## config.mk

```make
export PLATFORM = sky130hd
export DESIGN_NAME = sts_div
export DESIGN_NICKNAME = d
export VERILOG_FILES = /design/src/hw/rtl/sts_div.sv
export SDC_FILE = /design/constraint.sdc
export NUM_CORES = 1
export LEC_CHECK = 0
export BUFFER_PORTS_ARGS = -buffer_cell sky130_fd_sc_hd__clkbuf_2
export CAP_MARGIN = 20
export CORE_ASPECT_RATIO = 0.5
export CORE_MARGIN = 2
export CORE_UTILIZATION = 40
export CTS_CLUSTER_DIAMETER = 40
export CTS_CLUSTER_SIZE = 28
export DETAILED_ROUTE_END_ITERATION = 10
export GPL_ROUTABILITY_DRIVEN = 0
export PLACE_DENSITY = 0.71
export SYNTH_ARGS = -nofsm -noshare
export SYNTH_HDL_FRONTEND = slang
export SYNTH_SLANG_ARGS = --single-unit
```

## constraint.sdc

```tcl
create_clock -name clock -period 8.8 [get_ports clock]
set_input_delay 1.76 -clock clock [delete_from_list [all_inputs] [get_ports clock]]
set_output_delay 1.76 -clock clock [all_outputs]
set_load 0.02 [all_outputs]
```

## src/hw/rtl/sts_div.sv

```systemverilog
`default_nettype none
// ----------------------------------------------------------------------------
// Iterative unsigned divider
// Restoring division, one quotient bit per cycle.
// ----------------------------------------------------------------------------
module sts_div #(
   parameter int NW = 32,
   parameter int DW = 18
) (
   input  wire logic          clock,
   input  wire logic          reset,
   input  wire logic          start,
   input  wire logic [NW-1:0] num,
   input  wire logic [DW-1:0] den,
   output logic               done,
   output logic [NW-1:0]      quo
);
   localparam int CNTW = $clog2(NW + 1);

   logic [DW:0]     rem_ff, rem_in;
   logic [NW-1:0]   q_ff, q_in;
   logic [DW-1:0]   d_ff, d_in;
   logic [CNTW-1:0] cnt_ff, cnt_in;
   logic            busy_ff, busy_in;
   logic [DW+1:0]   sh;

   always_comb begin
      rem_in  = rem_ff;
      q_in    = q_ff;
      d_in    = d_ff;
      cnt_in  = cnt_ff;
      busy_in = busy_ff;
      sh      = {rem_ff, q_ff[NW-1]};
      if (start) begin
         rem_in  = '0;
         q_in    = num;
         d_in    = den;
         cnt_in  = CNTW'(NW);
         busy_in = 1'b1;
      end else if (busy_ff) begin
         if (sh >= {2'b00, d_ff}) begin
            rem_in = (DW+1)'(sh - {2'b00, d_ff});
            q_in   = {q_ff[NW-2:0], 1'b1};
         end else begin
            rem_in = (DW+1)'(sh);
            q_in   = {q_ff[NW-2:0], 1'b0};
         end
         cnt_in = cnt_ff - 1'b1;
         if (cnt_ff == CNTW'(1)) begin
            busy_in = 1'b0;
         end
      end
   end

   always_ff @(posedge clock) begin
      if (reset) begin
         busy_ff <= 1'b0;
         cnt_ff  <= '0;
      end else begin
         busy_ff <= busy_in;
         cnt_ff  <= cnt_in;
      end
      rem_ff <= rem_in;
      q_ff   <= q_in;
      d_ff   <= d_in;
   end

   assign done = busy_ff && (cnt_ff == CNTW'(1));
   assign quo  = q_in;
endmodule
`default_nettype wire
```

==> impl_metrics.py <==
metrics = {
    "worst_hold_path": {
        "holdPathEnd": "rem_ff[18]",
        "holdPathStages": 2,
        "min_from": "rem_ff[18]",
        "worstHoldPathType": "flop to flop",
    },
    "die": {
        "die_h_um": 76.2,
        "pin_count": 86,
        "num_rows": 26,
        "dieArea_um2": 11300,
        "core_area_um2": 10200,
        "initial_utilization_pct": 41.0,
        "dieWidth_um": 148,
    },
    "global_route": {
        "grt_pass1_vias": 3595,
        "grt_overflow": 0,
        "use_met1_pct": 24.7,
        "use_met3_pct": 4.67,
        "track_usage_pct": 18.4,
        "grtUsageMet2_pct": 28.7,
        "antenna_found_initial": 0,
        "grt_first_pass_wirelength_um": 17000,
        "grt_max_degree": 105,
        "grt_busiest_layer": "met2",
    },
    "cells_and_area": {
        "fillers": 968,
        "area_delta_synth_final_pct": 19.7,
        "drive_gt1_share_pct": 21.1,
        "final_common_cell": "clkbuf_2",
        "nets": 610,
        "seq_area_um2": 1700,
        "antenna_cells": 0,
        "mostFrequentLayoutCells": "clkbuf_2, dfxtp_1, nand2_1, o21ai_0, mux2i_1",
        "multi_input_area_um2": 2250,
    },
    "synth": {
        "ys_seq_area_share_pct": 40.8,
        "synthCells": 464,
        "syn_area_per_cell_um2": 9.00,
        "synth_ff_type": "dfxtp_1",
        "async_reset_ff_share_pct": 0,
        "synth_edf_count": 18,
        "synth_seq_cells": 76,
        "synth_area_um2": 4170,
        "ys_types": 61,
        "syn-num-nets": 538,
        "ys_warn_count": 0,
    },
    "sta": {
        "slew_headroom_pct": 34.3,
        "finalHoldViolations": 0,
        "worst_pin_slew_ps": 985,
        "fin_setup_tns_ps": 0,
        "setup_viol": 0,
        "layout_worst_path_cycle_share_pct": 55.2,
        "setup_slack_ps": 3940,
        "fin_skew_ps": 7.39,
        "period_needed_ps": 4860,
        "slew_viol_final": 0,
        "rsz0062_at_grt": "no",
        "timing.fmax_mhz": 206,
    },
    "outcome": {
        "status": "completed",
    },
    "cts": {
        "clockRootBuffer": "clkbuf_16",
        "cts_tree": "yes",
        "cts_setup_buffers": 0,
        "cts_resized": 0,
        "hold_buffers": 0,
        "cts_num_sinks": 76,
        "insertion_delay_ps": 340,
        "cts_max_level": 3,
        "numCtsBuffers": 9,
        "clk_path_buf_depth": 2,
        "path_clk_slew_ps": 60,
    },
    "detailed_routing": {
        "post-route-drc-count": 0,
        "vias": 3717,
        "wl_per_cell_um": 14.6,
        "drtIter0Drc": 275,
        "viasPerCell": 5.46,
        "antenna_left": 0,
        "routed_wl_um": 9920,
        "firstDrtPassIters": 5,
    },
    "power_and_ir_drop": {
        "power.density_nw_per_um2": 217,
        "p_leak_nw": 2.14,
        "peakVddDrop_v": 0.000145,
    },
    "placement": {
        "dp_hpwl_um": 6720,
        "port-buffer-count": 85,
        "preCtsSetupSlack_ps": 3890,
    },
    "worst_setup_path": {
        "r2r_start": "q_ff[31]",
        "path_class": "input pin to output pin",
        "crit_arrival_ps": 3100,
        "r2r-end": "rem_ff[5]",
        "cp-start-kind": "input pin",
        "cp_max_fo": 104,
        "r2r_cells": 10,
        "crit_required_ps": 7040,
        "rrSetupSlack_ps": 5430,
        "endpoint_kind": "output pin",
    },
    "run": {
        "maxCapViolations": 0,
    },
}
[Yosys cell counts (all sizes together) (4+ instances only)]
master | count | area share, %
dfxtp | 58 | 28
nand2 | 51 | 4.6
o21ai | 47 | 5.6
mux2i | 32 | 7.7
inv | 29 | 2.6
nor2 | 27 | 2.4
a21oi | 21 | 2.5
ha | 20 | 6.0
nand3 | 20 | 2.4
edfxtp | 18 | 13
clkbuf | 16 | 1.4
a311oi | 12 | 2.5
buf | 11 | 1.4
xnor2 | 10 | 2.1
nor3 | 9 | 1.1
o211ai | 8 | 1.9
o21a | 6 | 1.1
a211oi | 5 | 1.0
and3 | 5 | 0.75
o31ai | 5 | 1.0
o311ai | 4 | 0.84
or3 | 4 | 0.60
[kinds of logic (layout without fill, tap and decap cells)]
kind of cell / after synthesis / after routing / share of synthesized area, %
flops: 76 / 76 / 40.8
xor+xnor: 13 / 13 / 2.73
buf+inv: 56 / 133 / 5.43
mux: 32 / 32 / 7.67
simple gates: 131 / 131 / 14.4
compound gates: 135 / 135 / 22.5
fa+ha+maj: 21 / 21 / 6.47
[area by class of cell]
| type | instances | share of cell area [%] |
|---|---|---|
| inverter | 29 | 2.18 |
| clock inverter | 6 | 1.70 |
| multi-input combinational | 332 | 44.9 |
| tap | 140 | 3.51 |
| timing repair buffer | 88 | 9.01 |
| clock buffer | 10 | 4.58 |
| sequential | 76 | 34.1 |
[flip-flops by register name, summed over array words and instances, names as in the netlist]
signal   flops
q_ff        32
rem_ff      19
d_ff        18
cnt_ff       6
busy_ff      1
[critical path, cell delays in order]
cell and delay (ps):
buf_4 710, o21ai_0 330, clkbuf_2 230
[per-layer routing]
layer	vias up	routed length, um
met5	-	0
met4	0	236
met3	29	713
met2	151	4370
met1	1682	4600
li1	1855	-
[how the worst max path moves through the flow]
stage          start      to  slack, ps  cells after the start
2_1_floorplan  start  quo[0]       4290                      3
3_3_place_gp   start  quo[0]       3910                      4
3_5_place_dp   start  quo[0]       3890                      4
4_1_cts        start  quo[0]       3880                      4
5_1_grt        start  quo[0]       3760                      4
6_report       start  quo[2]       3940                      3
[through the flow]
stage	hold WS [ps]	cell area (um2)	utilization, %	total power [W]	cells
after floorplan	459	4170	-	0.000622	464
after global placement	474	4680	46.0	0.000693	665
after detailed placement	479	4680	46.0	0.000697	665
after CTS	494	5000	49.1	0.00110	681
after global routing	532	5000	49.1	0.00115	681
final	498	5000	49.1	0.00109	681
[power by group]
part	total [W]	switching (W)	internal [W]
Sequential	0.000417	0.0000230	0.000394
Combinational	0.000277	0.000168	0.000109
Clock	0.000393	0.000144	0.000249
(Power assumes the default switching activity.)
