--- src/hw/rtl/sts_sqrt.sv ---
`default_nettype none
// ----------------------------------------------------------------------------
// Iterative integer square root
// Produces floor(sqrt(q)) one result bit per cycle.
// ----------------------------------------------------------------------------
module sts_sqrt #(
   parameter int QW = 36
) (
   input  wire logic            clock,
   input  wire logic            reset,
   input  wire logic            start,
   input  wire logic [QW-1:0]   q,
   output logic                 done,
   output logic [QW/2-1:0]      root
);
   localparam int RW = QW / 2;
   localparam int CNTW = $clog2(RW + 1);

   logic [QW-1:0]   rem_ff, rem_in;
   logic [QW-1:0]   src_ff, src_in;
   logic [RW-1:0]   root_ff, root_in;
   logic [CNTW-1:0] cnt_ff, cnt_in;
   logic            busy_ff, busy_in;
   logic [QW+1:0]   trial;
   logic [QW+1:0]   shifted;

   always_comb begin
      rem_in  = rem_ff;
      src_in  = src_ff;
      root_in = root_ff;
      cnt_in  = cnt_ff;
      busy_in = busy_ff;
      shifted = {rem_ff, src_ff[QW-1:QW-2]};
      trial   = (QW+2)'({root_ff, 2'b01});
      if (start) begin
         rem_in  = '0;
         src_in  = q;
         root_in = '0;
         cnt_in  = CNTW'(RW);
         busy_in = 1'b1;
      end else if (busy_ff) begin
         src_in = {src_ff[QW-3:0], 2'b00};
         if (shifted >= trial) begin
            rem_in  = QW'(shifted - trial);
            root_in = {root_ff[RW-2:0], 1'b1};
         end else begin
            rem_in  = QW'(shifted);
            root_in = {root_ff[RW-2:0], 1'b0};
         end
         cnt_in = cnt_ff - 1'b1;
         if (cnt_ff == CNTW'(1)) begin
            busy_in = 1'b0;
         end
      end
   end

   always_ff @(posedge clock) begin
      if (reset) begin
         busy_ff <= 1'b0;
         cnt_ff  <= '0;
      end else begin
         busy_ff <= busy_in;
         cnt_ff  <= cnt_in;
      end
      rem_ff  <= rem_in;
      src_ff  <= src_in;
      root_ff <= root_in;
   end

   assign done = busy_ff && (cnt_ff == CNTW'(1));
   assign root = root_in;
endmodule
`default_nettype wire

--- config.mk ---
export PLATFORM = sky130hd
export DESIGN_NAME = sts_sqrt
export DESIGN_NICKNAME = d
export VERILOG_FILES = /design/src/hw/rtl/sts_sqrt.sv
export SDC_FILE = /design/constraint.sdc
export NUM_CORES = 1
export LEC_CHECK = 0
export BUFFER_PORTS_ARGS = -buffer_cell sky130_fd_sc_hd__buf_2
export CELL_PAD_IN_SITES_DETAIL_PLACEMENT = 1
export CELL_PAD_IN_SITES_GLOBAL_PLACEMENT = 2
export CORE_ASPECT_RATIO = 1.4
export CORE_UTILIZATION = 41
export DETAILED_ROUTE_END_ITERATION = 7
export GPL_ROUTABILITY_DRIVEN = 0
export PLACE_DENSITY = 0.9
export SLEW_MARGIN = 15
export SYNTH_ARGS = -nofsm -noshare
export SYNTH_HDL_FRONTEND = slang
export SYNTH_SLANG_ARGS = --single-unit
export TNS_END_PERCENT = 1
--- constraint.sdc ---
create_clock -name clock -period 8.9 [get_ports clock]
set_clock_uncertainty 0.15 [all_clocks]
set_input_delay 0.445 -clock clock [delete_from_list [all_inputs] [get_ports clock]]
set_output_delay 0.445 -clock clock [all_outputs]
set_load 0.02 [all_outputs]
==> results of run 1 <==
==> cells in the final DEF, fill, tap and decap left out, types with 6 or more instances in the layout <==
master / n
sky130_fd_sc_hd__o211ai_1: 6
sky130_fd_sc_hd__nor3_1: 10
sky130_fd_sc_hd__nor2_1: 67
sky130_fd_sc_hd__clkbuf_16: 9
sky130_fd_sc_hd__ha_1: 22
sky130_fd_sc_hd__mux2i_1: 35
sky130_fd_sc_hd__buf_2: 57
sky130_fd_sc_hd__inv_1: 26
sky130_fd_sc_hd__dfxtp_1: 59
sky130_fd_sc_hd__a211oi_1: 27
sky130_fd_sc_hd__xor2_1: 15
sky130_fd_sc_hd__o21a_1: 8
sky130_fd_sc_hd__xnor2_1: 18
sky130_fd_sc_hd__a21o_1: 6
sky130_fd_sc_hd__mux2_2: 34
sky130_fd_sc_hd__a21oi_1: 20
sky130_fd_sc_hd__o21ai_0: 16
sky130_fd_sc_hd__nand2_1: 29
sky130_fd_sc_hd__edfxtp_1: 36
sky130_fd_sc_hd__nand3_1: 7
==> cells in the mapped netlist (2+ instances only) <==
cell / n / area (sq um)
sky130_fd_sc_hd__mux2i_1: 35 / 350.3
sky130_fd_sc_hd__o21bai_1: 2 / 15.01
sky130_fd_sc_hd__xor2_1: 15 / 131.4
sky130_fd_sc_hd__o22ai_1: 2 / 12.51
sky130_fd_sc_hd__clkbuf_1: 19 / 71.32
sky130_fd_sc_hd__o2111ai_1: 2 / 17.52
sky130_fd_sc_hd__o21ai_0: 16 / 80.08
sky130_fd_sc_hd__nor2b_1: 3 / 18.77
sky130_fd_sc_hd__mux2_2: 34 / 382.9
sky130_fd_sc_hd__o21a_1: 8 / 60.06
sky130_fd_sc_hd__nand2b_1: 3 / 18.77
sky130_fd_sc_hd__nand3_1: 7 / 35.03
sky130_fd_sc_hd__or2_2: 2 / 12.51
sky130_fd_sc_hd__nand3b_1: 3 / 22.52
sky130_fd_sc_hd__a21o_1: 6 / 45.04
sky130_fd_sc_hd__nor2_1: 67 / 251.5
sky130_fd_sc_hd__and2_1: 3 / 18.77
sky130_fd_sc_hd__inv_1: 26 / 97.59
sky130_fd_sc_hd__nor4_1: 5 / 31.28
sky130_fd_sc_hd__a311oi_1: 2 / 17.52
sky130_fd_sc_hd__a31oi_1: 2 / 12.51
sky130_fd_sc_hd__o211ai_1: 6 / 45.04
sky130_fd_sc_hd__o31a_1: 2 / 17.52
sky130_fd_sc_hd__and3_1: 4 / 25.02
sky130_fd_sc_hd__nor3_1: 10 / 50.05
sky130_fd_sc_hd__nand4_1: 4 / 25.02
sky130_fd_sc_hd__nor3b_1: 2 / 15.01
sky130_fd_sc_hd__edfxtp_1: 36 / 1081
sky130_fd_sc_hd__xnor2_1: 18 / 157.7
sky130_fd_sc_hd__a211oi_1: 27 / 202.7
sky130_fd_sc_hd__dfxtp_1: 60 / 1201
sky130_fd_sc_hd__o21ai_1: 4 / 20.02
sky130_fd_sc_hd__a21oi_1: 20 / 100.1
sky130_fd_sc_hd__nand2_1: 29 / 108.9
sky130_fd_sc_hd__ha_1: 22 / 275.3
==> power groups by stage <==
stage	sequential [mW]	combinational, mW	clock (mW)
floorplan	0.534	0.357	0
global placement	0.543	0.435	0
detailed placement	0.546	0.443	0
CTS	0.536	0.448	0.425
global route	0.542	0.500	0.437
finish	0.536	0.448	0.419
==> kinds of logic after synthesis <==
family | synth area share [%]
simple gates | 14.65
compound gates | 13.73
flops | 43.03
mux | 13.82
buf+inv | 4.128
xor+xnor | 5.449
fa+ha+maj | 5.190
==> routing by layer <==
layer,track usage (%),part of all wire [%]
met2,38.50,55
met1,20.91,41
met4,8.333,2.0
met3,2.605,2.4
met5,0,0
==> area by class of cell <==
cell class	instances	area, sq um	share of cell area, %
Tap cell	150	187.7	3.122
Inverter	26	97.59	1.624
Timing Repair Buffer	60	307.8	5.121
Clock inverter	7	98.84	1.644
Multi-Input combinational cell	387	2810	46.75
Sequential cell	96	2283	37.99
Clock buffer	9	225.2	3.747
==> through the flow <==
stage / hold WS, ns / std cells
6_report: 0.1662 / 735
5_1_grt: 0.1836 / 735
4_1_cts: 0.1682 / 735
3_5_place_dp: 0.3220 / 719
3_3_place_gp: 0.3051 / 719
2_1_floorplan: 0.2881 / 532
==> registers in the layout, summed over array words and instances, names as in the netlist <==
register and cells:
cnt_ff 5, busy_ff 1, root_ff 18, src_ff 36
rem_ff 36
==> worst paths after layout <==
check | from | end | cells past startpoint
min | reset | cnt_ff[4] | 2
max | root_ff[4] | root[0] | 9
max reg2reg | root_ff[4] | rem_ff[1] | 9
min reg2reg | rem_ff[29] | rem_ff[29] | 2
==> impl_metrics.json, run 1 <==
{
  "grt.overflow.total": 0,
  "irDropWorstVdd_v": 0.0001356,
  "clockBufferDepth": 2,
  "worstPathArrival_ns": 3.37,
  "synth.yosys.seq_area_share_pct": 43.03,
  "p_leak_nw": 2.341,
  "final-setup-viol-count": 0,
  "p_clk_share_pct": 29.9,
  "top_ports": 58,
  "setup_total_negative_slack_ns": 0,
  "timing.critical_path.max_delay_family": "compound AO/OA/AOI/OAI gates",
  "clock.fmax_mhz": 251.9,
  "routed_antenna_nets": 0,
  "crit_required_ns": 8.31,
  "die_w_um": 98.13,
  "tightest_pin_transition_ns": 0.9209,
  "violated_checks": "DRC",
  "finalWorstSetupSlack_ns": 4.931,
  "synthesis.yosys.warnings": 0,
  "first_pass_iters": 8,
  "grt_setup_unrepaired": "false",
  "grt_antenna_before_repair": 0,
  "pre_cts_ws_ns": 5.023,
  "tritoncts_clock_tree": "yes",
  "postSynthAreaPerCell_sq_um": 9.970,
  "cells_along_the_critical_path": "inv_1 > ha_1 > nand4_1 > a211oi_1 > a21oi_1 > a211oi_4 > nor2_8 > a211oi_1 > buf_2",
  "area_of_the_die_sq_um": 13400,
  "clk_lat_worst_skew_ns": 0.36,
  "cp-end-kind": "output port",
  "crit_buf_inv": 2,
  "slowest_stage": "sky130_fd_sc_hd__a211oi_4",
  "synth.lib_cells_used.distinct": 61,
  "grt_usage_pct": 19.66,
  "final.fill_count": 1426,
  "mappedNetlistNets": 593,
  "grt_pass1_wl_um": 20910,
  "most_common_cell_type_on_the_critical_path": "sky130_fd_sc_hd__a211oi_1",
  "die_height_um": 136.6,
  "finalCriticalPeriod_ns": 3.969,
  "timing_hold_violations_final": 0,
  "max-cap-violations": 0,
  "timing_worst_setup_path_type": "reg2out",
  "site_rows": 48,
  "power_density_nw_per_um2": 233.4,
  "fin_util_pct": 48.12,
  "synth_top_flop_cell": "sky130_fd_sc_hd__dfxtp_1",
  "routed_wl_um": 12460,
  "delay_of_the_slowest_cell_on_the_worst_path_ns": 0.75,
  "combinational_share_of_power_pct": 31.9,
  "path_max_fanout": 25,
  "post_synth_inst_count": 532,
  "crit_path_start_kind": "flip-flop",
  "postSynthRegisterBits": 96,
  "portBuffers": 57,
  "finalInstanceArea_sq_um": 6011,
  "via_count": 4057,
  "cts_inserted_buffers": 9,
  "grt_start_max_net_pins": 82,
  "timing.final.crit_share_pct": 44.60,
  "drt-wirelength-per-cell_um": 16.96,
  "root_buffer": "sky130_fd_sc_hd__clkbuf_16",
  "final-max-slew-violation-count": 0,
  "floorplan.initialDensity_pct": 42.46,
  "placed_cell_area_sq_um": 5679,
  "setup.reg_to_reg.worst_slack_ns": 5.63,
  "netSwitchingFraction_pct": 35.69,
  "grt_pass1_vias": 4389,
  "floorplan.core_area_sq_um": 12490,
  "drt_drc_violations_left": 3,
  "clock_tree.htree_level_count": 3,
  "drtIter0Drc": 112,
  "sequentialPowerShare_pct": 38.2,
  "cts_setup_buffers": 0,
  "ratio_of_cells_with_drive_above_1_in_the_final_layout_pct": 20.85,
  "via_per_inst": 5.520,
  "number_of_enable_flip_flop_cells_after_synthesis": 36,
  "clkSinkCount": 96,
  "fin_nets": 641,
  "async_reset_ff_share_pct": 0,
  "hold_path_class": "in2reg",
  "flow.area_growth_from_synthesis_pct": 13.33,
  "hpwlAfterDp_um": 8962,
  "internal_power_mw": 0.9022,
  "status": "finished with violations",
  "p_switching_mw": 0.5008,
  "cts_resized": 0,
  "maxSlewHeadroom_pct": 38.61,
  "cts_hold_buffers": 0,
  "antenna_cells": 0,
  "cts.clk_slew.worst_paths_ns": 0.09,
  "synth_area_sq_um": 5304,
  "total_power_mw": 1.403
}
Note: power is estimated with default switching activity, not from simulation.
==> inputs of run 2 (changes only) <==
--- a/config.mk
+++ b/config.mk
@@ -5,14 +5,15 @@
 export SDC_FILE = /design/constraint.sdc
 export NUM_CORES = 1
 export LEC_CHECK = 0
+export ABC_AREA = 1
 export BUFFER_PORTS_ARGS = -buffer_cell sky130_fd_sc_hd__buf_2
 export CELL_PAD_IN_SITES_DETAIL_PLACEMENT = 1
 export CELL_PAD_IN_SITES_GLOBAL_PLACEMENT = 2
 export CORE_ASPECT_RATIO = 1.4
-export CORE_UTILIZATION = 41
+export CORE_UTILIZATION = 30
 export DETAILED_ROUTE_END_ITERATION = 7
 export GPL_ROUTABILITY_DRIVEN = 0
-export PLACE_DENSITY = 0.9
+export PLACE_DENSITY = 0.81
 export SLEW_MARGIN = 15
 export SYNTH_ARGS = -nofsm -noshare
 export SYNTH_HDL_FRONTEND = slang
==> constraint.sdc (replaced) <==
create_clock -name clock -period 3.2 [get_ports clock]
set_clock_uncertainty 0.15 [all_clocks]
set_input_delay 0.16 -clock clock [delete_from_list [all_inputs] [get_ports clock]]
set_output_delay 0.16 -clock clock [all_outputs]
set_load 0.02 [all_outputs]
==> run 2 against run 1 <==
The flow now finishes without violations. First-iteration DRC count is 66% higher. Worst hold slack gained 0.15 ns. Area after synthesis up 13%. Sequential share of layout area down 6.6 points. Cell area rose by 21%. Via count increased by 45%. Die area increased by 53%. Critical endpoint unchanged.
==> impl_metrics.json, run 2 <==
{
  "status": "complete, no violations",
  "holdWs_ns": 0.3181,
  "floorplan.initialDensity_pct": 30.90,
  "cts.clk_slew.worst_paths_ns": 0.07,
  "timing_hold_violations_final": 0,
  "portBuffers": 57,
  "drt_drc_violations_left": 0,
  "combinational_family_with_the_most_area_after_synthesis": "simple AND/OR/NAND/NOR gates",
  "grt_antenna_before_repair": 0,
  "synth.yosys.seq_area_share_pct": 38.13,
  "cp-end-kind": "output port",
  "largestRegisters": "rem_ff (36), src_ff (36), root_ff (18)",
  "hold_path_class": "reg2reg",
  "synth_largest_type_area_fraction_pct": 25.59,
  "routed_antenna_nets": 0,
  "cts_setup_buffers": 0,
  "clock_tree.htree_level_count": 3,
  "grt.overflow.total": 0,
  "cts_inserted_buffers": 9,
  "tightest_pin_transition_ns": 0.6167,
  "timing.final.crit_share_pct": 90.15,
  "die_w_um": 121.4,
  "ratio_of_cells_with_drive_above_1_in_the_final_layout_pct": 11.48,
  "flow.area_growth_from_synthesis_pct": 21.53,
  "library_cell_with_the_highest_instance_count_after_synthesis": "sky130_fd_sc_hd__nand2_1",
  "path_max_fanout": 13,
  "synth.lib_cells_used.distinct": 40,
  "netlist.top_cell.by_area": "sky130_fd_sc_hd__nand2_1",
  "drt-wirelength-per-cell_um": 15.34,
  "synth_commonest_cells": "sky130_fd_sc_hd__nand2_1, sky130_fd_sc_hd__inv_1, sky130_fd_sc_hd__dfxtp_1",
  "layout_common_cells": "sky130_fd_sc_hd__nand2_1, sky130_fd_sc_hd__inv_1, sky130_fd_sc_hd__dfxtp_1, sky130_fd_sc_hd__nand3_1, sky130_fd_sc_hd__buf_2",
  "site_rows": 60,
  "post_synth_and_or_nand_nor_area_fraction_pct": 39.17,
  "finalCriticalPeriod_ns": 2.885,
  "grt_usage_pct": 19.96,
  "final-setup-viol-count": 0,
  "crit_required_ns": 2.89,
  "setup_total_negative_slack_ns": 0,
  "floorplan.core_area_sq_um": 19370,
  "finalNonFillerCells": 1250,
  "synth_top_area_cells": "sky130_fd_sc_hd__nand2_1, sky130_fd_sc_hd__dfxtp_1, sky130_fd_sc_hd__edfxtp_1",
  "clk_lat_worst_skew_ns": 0.36,
  "worstPathArrival_ns": 2.57,
  "antenna_cells": 0,
  "routed_wl_um": 19180,
  "timing_worst_setup_path_type": "reg2out",
  "grt_setup_unrepaired": "false",
  "first_pass_iters": 4,
  "grt_pass1_vias": 6322,
  "adder_cell_fraction_of_synth_area_pct": 4.599,
  "async_reset_ff_share_pct": 0,
  "area_of_the_die_sq_um": 20530,
  "mappedNetlistNets": 966,
  "maxSlewHeadroom_pct": 58.84,
  "via_per_inst": 4.705,
  "crit_path_start_kind": "flip-flop",
  "hpwlAfterDp_um": 14350,
  "via_count": 5881,
  "synth_compound_gate_area_share_pct": 6.104,
  "root_buffer": "sky130_fd_sc_hd__clkbuf_16",
  "synthesis.yosys.warnings": 0,
  "drtIter0Drc": 186,
  "synth_top_flop_cell": "sky130_fd_sc_hd__dfxtp_1",
  "top_ports": 58,
  "synth_mux_area_share_pct": 0,
  "max-cap-violations": 0,
  "tritoncts_clock_tree": "yes",
  "postSynthRegisterBits": 96,
  "clock.fmax_mhz": 346.6,
  "number_of_enable_flip_flop_cells_after_synthesis": 36,
  "post_synth_inst_count": 905,
  "synth_area_sq_um": 5986,
  "grt_pass1_wl_um": 31740,
  "die_height_um": 169.1,
  "post_synth_xor_area_fraction_pct": 2.780,
  "clockBufferDepth": 2,
  "layout_commonest_cell": "sky130_fd_sc_hd__nand2_1",
  "postSynthAreaPerCell_sq_um": 6.614,
  "final-max-slew-violation-count": 0,
  "fin_nets": 1058,
  "placedCellCount": 1196,
  "grt_start_max_net_pins": 46,
  "clkSinkCount": 96
}
run 2: cell families after synthesis:
kind of cell | Yosys count
AND/OR/NAND/NOR | 569
AO/OA/AOI/OAI | 62
XOR/XNOR | 19
adder cells (fa/ha/maj) | 22
flip-flops | 96
buffers and inverters | 137
run 2: what timing repair did:
item,CTS,global route
hold endpoints to repair,39,0
hold buffers,38,0
endpoints found under the setup margin,0,1
resized for setup,0,1
run 2: final cells by class:
class / count / area [sq um]
multi-input combinational: 672 / 3164
fill: 2524 / 12090
inverter: 114 / 430.4
sequential: 96 / 2282
timing repair buffer: 104 / 745.7
tap: 248 / 310.3
clock buffer: 10 / 229.0
clock inverter: 6 / 112.6
run 2: per-layer routing:
layer  track usage, %  vias up  routed length, um
met4            7.300        0                512
met2            37.70       93              10210
met5                0        -                  0
met1            21.98     2730               7929
met3            3.192       30                523
li1                 -     3028                  -
run 2: critical path, cell delays in order (launching register included):
cell and delay (ns):
sky130_fd_sc_hd__edfxtp_1 0.50, sky130_fd_sc_hd__inv_1 0.12, sky130_fd_sc_hd__ha_1 0.20, sky130_fd_sc_hd__inv_2 0.07, sky130_fd_sc_hd__nand3_1 0.08, sky130_fd_sc_hd__nand3_2 0.14, sky130_fd_sc_hd__nand2_1 0.09, sky130_fd_sc_hd__nand2_1 0.12
sky130_fd_sc_hd__nand3_1 0.14, sky130_fd_sc_hd__nand3_4 0.20, sky130_fd_sc_hd__nor2_4 0.21, sky130_fd_sc_hd__o22ai_1 0.11, sky130_fd_sc_hd__buf_2 0.21
run 2: path summary, 6_finish.rpt:
kind | depth (start not counted) | from | slack [ns] | end
max reg2reg | 15 | src_ff[34] | 0.52 | rem_ff[10]
min | 2 | rem_ff[34] | 0.32 | rem_ff[34]
min reg2reg | 2 | rem_ff[34] | 0.32 | rem_ff[34]
max | 12 | src_ff[34] | 0.32 | root[0]
run 2: metrics by stage:
stage	setup slack, ns	cell area (sq um)	utilization [%]
finish	0.3151	7274	37.56
floorplan	0.5795	5986	-
global placement	0.4432	6545	33.79
global route	0.06622	7274	37.56
CTS	0.1443	7267	37.52
detailed placement	0.3884	6545	33.79
Power of run 2 is left out: the tool's default activity adds up to more than one toggle a clock period on the data nets, which glitch-free logic cannot reach.
